`config.mk`:
```
export PLATFORM = sky130hd
export DESIGN_NAME = tdse_engine
export DESIGN_NICKNAME = d
export VERILOG_FILES = /design/src/rtl/tdse_pkg.sv /design/src/rtl/tdse_engine.sv
export SDC_FILE = /design/constraint.sdc
export NUM_CORES = 1
export LEC_CHECK = 0
export BUFFER_PORTS_ARGS = -buffer_cell sky130_fd_sc_hd__buf_4
export CAP_MARGIN = 0
export CORE_MARGIN = 3
export CORE_UTILIZATION = 30
export CTS_BUF_LIST = sky130_fd_sc_hd__clkbuf_2 sky130_fd_sc_hd__clkbuf_4 sky130_fd_sc_hd__clkbuf_8
export DETAILED_ROUTE_END_ITERATION = 10
export HOLD_SLACK_MARGIN = 0.02
export SYNTH_ARGS = -nofsm -noshare
export SYNTH_HDL_FRONTEND = slang
export SYNTH_SLANG_ARGS = --single-unit
```
`constraint.sdc`:
```
create_clock -name clk -period 5.9 [get_ports clk]
set_input_delay 0.885 -clock clk [delete_from_list [all_inputs] [get_ports clk]]
set_output_delay 0.885 -clock clk [all_outputs]
set_load 0.05 [all_outputs]
```
`src/rtl/tdse_pkg.sv`:
```
// Package for the tagged data stack engine: codes, entry layout and the shuffle table.
package tdse_pkg;

    localparam int VALUE_W = 64;
    localparam int TAG_W   = 3;
    localparam int ENTRY_W = VALUE_W + TAG_W;

    typedef enum logic [4:0] {
        OP_PUSH  = 5'd0,
        OP_DUP   = 5'd1,
        OP_DUPD  = 5'd2,
        OP_DUP2  = 5'd3,
        OP_SWAP  = 5'd4,
        OP_SWAPD = 5'd5,
        OP_SWAP2 = 5'd6,
        OP_OVER  = 5'd7,
        OP_OVERD = 5'd8,
        OP_OVER2 = 5'd9,
        OP_NIP   = 5'd10,
        OP_NIPD  = 5'd11,
        OP_DROP  = 5'd12,
        OP_DROP2 = 5'd13,
        OP_ROT   = 5'd14,
        OP_TUCK  = 5'd15,
        OP_PICK  = 5'd16,
        OP_ROLL  = 5'd17,
        OP_CLEAR = 5'd18,
        OP_DEPTH = 5'd19
    } op_t;

    typedef enum logic [2:0] {
        ST_OK     = 3'd0,
        ST_UNDER  = 3'd1,
        ST_OVER   = 3'd2,
        ST_NOTINT = 3'd3,
        ST_NEG    = 3'd4,
        ST_RANGE  = 3'd5
    } status_t;

    typedef enum logic [3:0] {
        S_IDLE,
        S_CHECK,
        S_LD_RD,
        S_LD_CAP,
        S_WR,
        S_INDEX,
        S_PK_RD,
        S_PK_CAP,
        S_RL_RD,
        S_RL_SAVE,
        S_RL_STEP,
        S_RL_MOVE,
        S_TOP_RD,
        S_TOP_CAP,
        S_DONE
    } state_t;

    // One result item as handed from the engine to the output register.
    typedef struct packed {
        status_t     status;
        logic [8:0]  depth;
        logic        empty;
        logic [63:0] value;
        logic [1:0]  tag;
        logic        taint;
    } res_t;

    // Shuffle word: consume need top entries, push len entries bottom to top.
    // Entry k of src sits in bits [2k+1:2k] and names its old depth from the top.
    typedef struct packed {
        logic [2:0]  need;
        logic [2:0]  len;
        logic [11:0] src;
    } shuf_t;

    function automatic shuf_t shuffle_of(input logic [4:0] op);
        shuf_t s;
        s = '0;
        case (op)
            OP_DUP:   s = '{3'd1, 3'd2, {2'd0, 2'd0, 2'd0, 2'd0, 2'd0, 2'd0}};
            OP_DUPD:  s = '{3'd2, 3'd3, {2'd0, 2'd0, 2'd0, 2'd0, 2'd1, 2'd1}};
            OP_DUP2:  s = '{3'd2, 3'd4, {2'd0, 2'd0, 2'd0, 2'd1, 2'd0, 2'd1}};
            OP_SWAP:  s = '{3'd2, 3'd2, {2'd0, 2'd0, 2'd0, 2'd0, 2'd1, 2'd0}};
            OP_SWAPD: s = '{3'd3, 3'd3, {2'd0, 2'd0, 2'd0, 2'd0, 2'd2, 2'd1}};
            OP_SWAP2: s = '{3'd4, 3'd4, {2'd0, 2'd0, 2'd2, 2'd3, 2'd0, 2'd1}};
            OP_OVER:  s = '{3'd2, 3'd3, {2'd0, 2'd0, 2'd0, 2'd1, 2'd0, 2'd1}};
            OP_OVERD: s = '{3'd3, 3'd4, {2'd0, 2'd0, 2'd0, 2'd2, 2'd1, 2'd2}};
            OP_OVER2: s = '{3'd4, 3'd6, {2'd2, 2'd3, 2'd0, 2'd1, 2'd2, 2'd3}};
            OP_NIP:   s = '{3'd2, 3'd1, {2'd0, 2'd0, 2'd0, 2'd0, 2'd0, 2'd0}};
            OP_NIPD:  s = '{3'd3, 3'd2, {2'd0, 2'd0, 2'd0, 2'd0, 2'd0, 2'd2}};
            OP_DROP:  s = '{3'd1, 3'd0, 12'd0};
            OP_DROP2: s = '{3'd2, 3'd0, 12'd0};
            OP_ROT:   s = '{3'd3, 3'd3, {2'd0, 2'd0, 2'd0, 2'd2, 2'd0, 2'd1}};
            OP_TUCK:  s = '{3'd2, 3'd3, {2'd0, 2'd0, 2'd0, 2'd0, 2'd1, 2'd0}};
            default:  s = '0;
        endcase
        return s;
    endfunction

endpackage

```
`src/rtl/tdse_engine.sv`:
```
// Stack sequencer: checks, loads, shuffles and walks the stack through one memory port pair.
module tdse_engine #(
    parameter int STACK_DEPTH = 256,
    parameter int AW          = 8,
    parameter int CW          = 9
) (
    input  logic                         clk,
    input  logic                         rst_n,
    input  logic                         req_valid,
    output logic                         req_ready,
    input  logic [4:0]                   req_op,
    input  logic [63:0]                  req_value,
    input  logic [1:0]                   req_tag,
    input  logic                         req_taint,
    output logic                         res_valid,
    input  logic                         res_ready,
    output tdse_pkg::res_t               res,
    output logic                         mem_we,
    output logic [AW-1:0]                mem_waddr,
    output logic [tdse_pkg::ENTRY_W-1:0] mem_wdata,
    output logic [AW-1:0]                mem_raddr,
    input  logic [tdse_pkg::ENTRY_W-1:0] mem_rdata
);

    localparam logic [CW:0] DEPTH_C = (CW+1)'(STACK_DEPTH);

    tdse_pkg::state_t  state_reg, state_next;
    tdse_pkg::status_t status_reg, status_next;
    tdse_pkg::res_t    res_reg, res_next;

    logic [4:0]                   op_reg, op_next;
    logic [63:0]                  pv_reg, pv_next;
    logic [2:0]                   pt_reg, pt_next;
    logic [CW-1:0]                count_reg, count_next;
    logic [2:0]                   k_reg, k_next;
    logic [AW-1:0]                ptr_reg, ptr_next;
    logic [tdse_pkg::ENTRY_W-1:0] tv_reg [4];
    logic [tdse_pkg::ENTRY_W-1:0] tv_next [4];

    tdse_pkg::shuf_t sh;
    logic            is_index_op;
    logic [2:0]      ld_need;
    logic [CW:0]     after_sh;
    logic [CW-1:0]   ld_addr;
    logic [CW-1:0]   wr_addr;
    logic [CW-1:0]   rest;
    logic [CW-1:0]   hi;
    logic [CW-1:0]   lo;
    logic [CW-1:0]   top_addr;
    logic [63:0]     n_val;
    logic            n_ge_rest;
    logic [1:0]      src_k;
    logic [CW+8:0]   depth_ext;

    always_comb
    begin
        sh          = tdse_pkg::shuffle_of(op_reg);
        is_index_op = (op_reg == tdse_pkg::OP_PICK) || (op_reg == tdse_pkg::OP_ROLL);
        ld_need     = is_index_op ? 3'd1 : sh.need;
        after_sh    = {1'b0, count_reg} - (CW+1)'(sh.need) + (CW+1)'(sh.len);
        ld_addr     = count_reg - CW'(1) - CW'(k_reg);
        wr_addr     = count_reg - CW'(sh.need) + CW'(k_reg);
        rest        = count_reg - CW'(1);
        hi          = count_reg - CW'(2);
        n_val       = tv_reg[0][63:0];
        n_ge_rest   = n_val >= 64'(rest);
        lo          = hi - n_val[CW-1:0];
        top_addr    = count_reg - CW'(1);
        src_k       = sh.src[2*k_reg +: 2];
        depth_ext   = {9'd0, count_reg};
    end

    always_ff @(posedge clk or negedge rst_n)
    begin
        if (!rst_n)
        begin
            state_reg <= tdse_pkg::S_IDLE;
            count_reg <= '0;
        end
        else
        begin
            state_reg <= state_next;
            count_reg <= count_next;
        end
    end

    always_ff @(posedge clk)
    begin
        status_reg <= status_next;
        res_reg    <= res_next;
        op_reg     <= op_next;
        pv_reg     <= pv_next;
        pt_reg     <= pt_next;
        k_reg      <= k_next;
        ptr_reg    <= ptr_next;
        tv_reg     <= tv_next;
    end

    always_comb
    begin
        state_next  = state_reg;
        status_next = status_reg;
        res_next    = res_reg;
        op_next     = op_reg;
        pv_next     = pv_reg;
        pt_next     = pt_reg;
        count_next  = count_reg;
        k_next      = k_reg;
        ptr_next    = ptr_reg;
        tv_next     = tv_reg;
        mem_we      = 1'b0;
        mem_waddr   = top_addr[AW-1:0];
        mem_wdata   = tv_reg[0];
        mem_raddr   = top_addr[AW-1:0];
        req_ready   = 1'b0;
        res_valid   = 1'b0;

        unique case (state_reg)
            tdse_pkg::S_IDLE:
            begin
                req_ready = 1'b1;
                if (req_valid)
                begin
                    op_next     = req_op;
                    pv_next     = req_value;
                    pt_next     = {req_taint, req_tag};
                    status_next = tdse_pkg::ST_OK;
                    k_next      = '0;
                    state_next  = tdse_pkg::S_CHECK;
                end
            end

            tdse_pkg::S_CHECK:
            begin
                state_next = tdse_pkg::S_TOP_RD;
                case (op_reg) inside
                    tdse_pkg::OP_PUSH, tdse_pkg::OP_DEPTH:
                    begin
                        if ({1'b0, count_reg} >= DEPTH_C)
                        begin
                            status_next = tdse_pkg::ST_OVER;
                        end
                        else
                        begin
                            mem_we     = 1'b1;
                            mem_waddr  = count_reg[AW-1:0];
                            mem_wdata  = (op_reg == tdse_pkg::OP_PUSH) ?
                                         {pt_reg, pv_reg} : {3'd0, 64'(count_reg)};
                            count_next = count_reg + CW'(1);
                        end
                    end
                    tdse_pkg::OP_PICK, tdse_pkg::OP_ROLL:
                    begin
                        if (count_reg == '0)
                        begin
                            status_next = tdse_pkg::ST_UNDER;
                        end
                        else
                        begin
                            state_next = tdse_pkg::S_LD_RD;
                        end
                    end
                    tdse_pkg::OP_CLEAR:
                    begin
                        count_next = '0;
                    end
                    default:
                    begin
                        // shuffles; codes without a shuffle have need zero and fall through
                        if (sh.need != 3'd0)
                        begin
                            if (count_reg < CW'(sh.need))
                            begin
                                status_next = tdse_pkg::ST_UNDER;
                            end
                            else if (after_sh > DEPTH_C)
                            begin
                                status_next = tdse_pkg::ST_OVER;
                            end
                            else
                            begin
                                state_next = tdse_pkg::S_LD_RD;
                            end
                        end
                    end
                endcase
            end

            tdse_pkg::S_LD_RD:
            begin
                mem_raddr  = ld_addr[AW-1:0];
                state_next = tdse_pkg::S_LD_CAP;
            end

            tdse_pkg::S_LD_CAP:
            begin
                tv_next[k_reg[1:0]] = mem_rdata;
                if (k_reg == ld_need - 3'd1)
                begin
                    k_next     = '0;
                    state_next = is_index_op ? tdse_pkg::S_INDEX : tdse_pkg::S_WR;
                end
                else
                begin
                    k_next     = k_reg + 3'd1;
                    state_next = tdse_pkg::S_LD_RD;
                end
            end

            tdse_pkg::S_WR:
            begin
                mem_waddr = wr_addr[AW-1:0];
                mem_wdata = tv_reg[src_k];
                mem_we    = (k_reg < sh.len);
                if (({1'b0, k_reg} + 4'd1) >= {1'b0, sh.len})
                begin
                    count_next = count_reg - CW'(sh.need) + CW'(sh.len);
                    state_next = tdse_pkg::S_TOP_RD;
                end
                else
                begin
                    k_next = k_reg + 3'd1;
                end
            end

            tdse_pkg::S_INDEX:
            begin
                state_next = tdse_pkg::S_TOP_RD;
                if (tv_reg[0][65:64] != 2'd0)
                begin
                    status_next = tdse_pkg::ST_NOTINT;
                end
                else if (n_val[63])
                begin
                    status_next = tdse_pkg::ST_NEG;
                end
                else if (op_reg == tdse_pkg::OP_PICK)
                begin
                    if (n_ge_rest)
                    begin
                        status_next = tdse_pkg::ST_RANGE;
                    end
                    else
                    begin
                        state_next = tdse_pkg::S_PK_RD;
                    end
                end
                else if (n_val == 64'd0)
                begin
                    count_next = rest;
                end
                else if (n_ge_rest)
                begin
                    status_next = tdse_pkg::ST_RANGE;
                end
                else
                begin
                    ptr_next   = lo[AW-1:0];
                    state_next = tdse_pkg::S_RL_RD;
                end
            end

            tdse_pkg::S_PK_RD:
            begin
                mem_raddr  = lo[AW-1:0];
                state_next = tdse_pkg::S_PK_CAP;
            end

            tdse_pkg::S_PK_CAP:
            begin
                // overwrite the index slot with the picked entry
                mem_we     = 1'b1;
                mem_waddr  = top_addr[AW-1:0];
                mem_wdata  = mem_rdata;
                state_next = tdse_pkg::S_TOP_RD;
            end

            tdse_pkg::S_RL_RD:
            begin
                mem_raddr  = ptr_reg;
                state_next = tdse_pkg::S_RL_SAVE;
            end

            tdse_pkg::S_RL_SAVE:
            begin
                tv_next[1] = mem_rdata;
                state_next = tdse_pkg::S_RL_STEP;
            end

            tdse_pkg::S_RL_STEP:
            begin
                if (ptr_reg == hi[AW-1:0])
                begin
                    // drop the saved entry on the new top and pop the index
                    mem_we     = 1'b1;
                    mem_waddr  = ptr_reg;
                    mem_wdata  = tv_reg[1];
                    count_next = rest;
                    state_next = tdse_pkg::S_TOP_RD;
                end
                else
                begin
                    mem_raddr  = ptr_reg + AW'(1);
                    state_next = tdse_pkg::S_RL_MOVE;
                end
            end

            tdse_pkg::S_RL_MOVE:
            begin
                mem_we     = 1'b1;
                mem_waddr  = ptr_reg;
                mem_wdata  = mem_rdata;
                ptr_next   = ptr_reg + AW'(1);
                state_next = tdse_pkg::S_RL_STEP;
            end

            tdse_pkg::S_TOP_RD:
            begin
                res_next.status = status_reg;
                res_next.depth  = depth_ext[8:0];
                res_next.empty  = (count_reg == '0);
                res_next.value  = '0;
                res_next.tag    = '0;
                res_next.taint  = 1'b0;
                if (count_reg == '0)
                begin
                    state_next = tdse_pkg::S_DONE;
                end
                else
                begin
                    mem_raddr  = top_addr[AW-1:0];
                    state_next = tdse_pkg::S_TOP_CAP;
                end
            end

            tdse_pkg::S_TOP_CAP:
            begin
                res_next.value = mem_rdata[63:0];
                res_next.tag   = mem_rdata[65:64];
                res_next.taint = mem_rdata[66];
                state_next     = tdse_pkg::S_DONE;
            end

            tdse_pkg::S_DONE:
            begin
                res_valid = 1'b1;
                if (res_ready)
                begin
                    state_next = tdse_pkg::S_IDLE;
                end
            end

            default:
            begin
                state_next = tdse_pkg::S_IDLE;
            end
        endcase
    end

    assign res = res_reg;

    a_count_bound: assert property (@(posedge clk) disable iff (!rst_n)
        {1'b0, count_reg} <= DEPTH_C)
        else $error("stack count above depth");

    a_write_in_range: assert property (@(posedge clk) disable iff (!rst_n)
        mem_we |-> (int'(mem_waddr) < STACK_DEPTH))
        else $error("memory write beyond stack depth");

    a_idle_no_write: assert property (@(posedge clk) disable iff (!rst_n)
        (state_reg == tdse_pkg::S_IDLE || state_reg == tdse_pkg::S_DONE) |-> !mem_we)
        else $error("memory write outside an operation");

    a_result_hold: assert property (@(posedge clk) disable iff (!rst_n)
        (res_valid && !res_ready) |=> (res_valid && $stable(res_reg) && $stable(count_reg)))
        else $error("pending result changed");

    a_error_keeps_count: assert property (@(posedge clk) disable iff (!rst_n)
        (state_reg == tdse_pkg::S_INDEX && status_next != tdse_pkg::ST_OK)
        |=> $stable(count_reg))
        else $error("count changed on index error");

endmodule

```
==> flow_metrics.env <==
export IMPL_post_drt_wl_per_cell_um=26.07
export IMPL_fin_crit_sh=0.9593
export IMPL_synth_cell_types=82
export IMPL_drive_above_1_share=0.2787
export IMPL_max_freq_mhz=176.7
export IMPL_final_common_cell="edfxtp_1"
export IMPL_numCtsBuffers=83
export IMPL_grtUsageTotal=0.1982
export IMPL_io_pins=309
export IMPL_hold_viol=0
export IMPL_rows=100
export IMPL_area_growth_pct=22.77
export IMPL_hp_class="input port to flip-flop"
export IMPL_drv_slew=0
export IMPL_end_kind="output pin"
export IMPL_drt_iter0_drc=2116
export IMPL_drc=0
export IMPL_insertion_delay_ps=700
export IMPL_place_inst=2977
export IMPL_required_ps=5020
export IMPL_vias_per_cell=5.433
export IMPL_postSynthAreaPerCell_sq_um=13.33
export IMPL_fin_crit_ps=5660
export IMPL_clk_pin_slew_worst_paths_ps=60
export IMPL_num_vias=17010
export IMPL_cts_tree="done"
export IMPL_p_total_mw=16.76
export IMPL_start_util=0.3057
export IMPL_maxSlewHeadroom=0.2485
export IMPL_syn_cell_area_sq_um=22990
export IMPL_clock_sinks=461
export IMPL_root_buffer="clkbuf_8"
export IMPL_nets=2269
export IMPL_final_cells=3131
export IMPL_yosysTopAreaCell="edfxtp_1"
export IMPL_ir_worst_vdd_uv=338.4
export IMPL_tns_ps=0
export IMPL_die_w_um=282.8
export IMPL_synth_flop_cell="edfxtp_1"
export IMPL_synth_enable_flop_cells=434
export IMPL_grt_overflow_total=0
export IMPL_ys_top_cells_by_area="edfxtp_1 (57%), mux4_2 (6.2%), ha_1 (4.0%)"
export IMPL_r2r_slack_ps=1340
export IMPL_grt_pass1_vias=17250
export IMPL_dp_slack_ps=710.9
export IMPL_antenna_left=0
export IMPL_grt_max_degree=86
export IMPL_largest_register_ffs=204
export IMPL_critPathLaunchType="flip-flop"
export IMPL_synth_seq_area_share=0.5933
export IMPL_gp_congestion=0.9373
export IMPL_outcome="complete, no violations"
export IMPL_grt_antenna_before_repair=4
export IMPL_dieArea_sq_um=79980
export IMPL_critical_path_max_fanout=40
export IMPL_setup_violations=0
export IMPL_async_flop_share=0.02820
export IMPL_skew_ps=75.86
export IMPL_synth_top_area_frac=0.5670
export IMPL_cap_violations=0
export IMPL_rsz0062_at_grt="no"
export IMPL_hpwl_um=53370
export IMPL_port_buffer_count=308
export IMPL_drt_first_pass_iters=6
export IMPL_mostFrequentLayoutCells="edfxtp_1 (434), buf_4 (335), nand2_1 (137)"
export IMPL_core_area_sq_um=75200
export IMPL_syn_nets=1948
export IMPL_grt_pass1_wl_um=116500
export IMPL_netlist_instances=1724
export IMPL_ys_seq_elements=461
export IMPL_p_per_area_nw_per_um2=594.1
export IMPL_clock_path_buffers=3
export IMPL_ys_warn_count=0
export IMPL_routed_wirelength_um=81620
export IMPL_total_leakage_power_nw=10.77
export IMPL_cp_arrival_ps=4770
export IMPL_crit_type="flip-flop to output pin"
export IMPL_htreeDepth=3
export IMPL_die_y_um=282.8
export IMPL_hold_ws_ps=360.6
export IMPL_fin_ws_ps=240.0
export IMPL_worst_slew_pin_slew_ps=1125
[synth_stat cells, types with 34 or more instances]
| master | instances |
|---|---|
| mux4_2 | 63 |
| clkbuf_1 | 57 |
| nand2_1 | 137 |
| xnor2_1 | 48 |
| a21oi_1 | 70 |
| and3_1 | 76 |
| o21ai_0 | 60 |
| a222oi_1 | 62 |
| edfxtp_1 | 434 |
| a22oi_1 | 61 |
| nor2_1 | 70 |
| nor3_1 | 34 |
| inv_1 | 59 |
| nor2b_1 | 89 |
| ha_1 | 73 |
[metal layers]
layer  up-vias  global-route usage  wire [um]
li1       7407                   -          -
met1      8599              0.2548      33010
met2       844              0.3206      38490
met3       155             0.05603       7468
met4         6             0.07079       2607
met5         -                   0         41
[cell families (layout without fill, tap and decap cells)]
logic type / count (synthesis) / after routing / synth area share
buffers and inverters: 169 / 554 / 0.03179
AND/OR/NAND/NOR: 502 / 503 / 0.1138
AO/OA/AOI/OAI: 363 / 363 / 0.1164
adder cells (fa/ha/maj): 81 / 81 / 0.04670
XOR/XNOR: 68 / 68 / 0.02836
other: 0 / 1 / 0
multiplexers: 80 / 80 / 0.06957
flip-flops: 461 / 461 / 0.5933
[critical path, cell delays in order (launching register included)]
cell,delay (ps)
dfrtp_1,800
inv_1,340
ha_1,330
nand2_1,260
xnor3_1,190
nand4_1,250
nor4_4,330
buf_4,530
buf_6,460
a221o_1,290
buf_4,220
[through the flow]
stage | instance area, sq um | utilization
after floorplan | 22990 | -
after global placement | 26500 | 0.3524
after detailed placement | 26500 | 0.3524
after CTS | 28190 | 0.3748
after global routing | 28220 | 0.3753
final | 28220 | 0.3753
[power by group]
part	total [mW]	switching (mW)	internal [mW]
clock network	3.09	1.45	1.64
registers	4.60	0.397	4.20
logic	9.08	6.13	2.95
[timing repair]
action                                  4_1_cts  5_1_grt
gates resized for setup                       1        4
hold endpoints to repair                      9        0
setup buffers                                 0        1
pin swaps                                     0        2
endpoints found under the setup margin       25       36
gates cloned                                  0        1
hold buffers                                  1        0
[path summary, 6_finish.rpt]
kind                               start            end  cells after the start
max                         count_reg[2]   mem_wdata[4]                     10
min                        req_value[36]     pv_reg[36]                      1
max reg2reg                 count_reg[2]  status_reg[0]                     11
min reg2reg                status_reg[1]        res[78]                      0
max in group asynchronous          rst_n   state_reg[1]                      2
min in group asynchronous          rst_n   count_reg[8]                      2
[layout make-up]
cell class	instances	area (sq um)
multi-input combinational	1095	8751
clock buffer	120	1439
antenna	1	2.502
timing repair buffer	342	2636
inverter	62	239.0
clock inverter	30	236.5
sequential	461	13640
fill	7259	46980
tap	1020	1276
No activity file was read; power rests on OpenSTA's default activity.
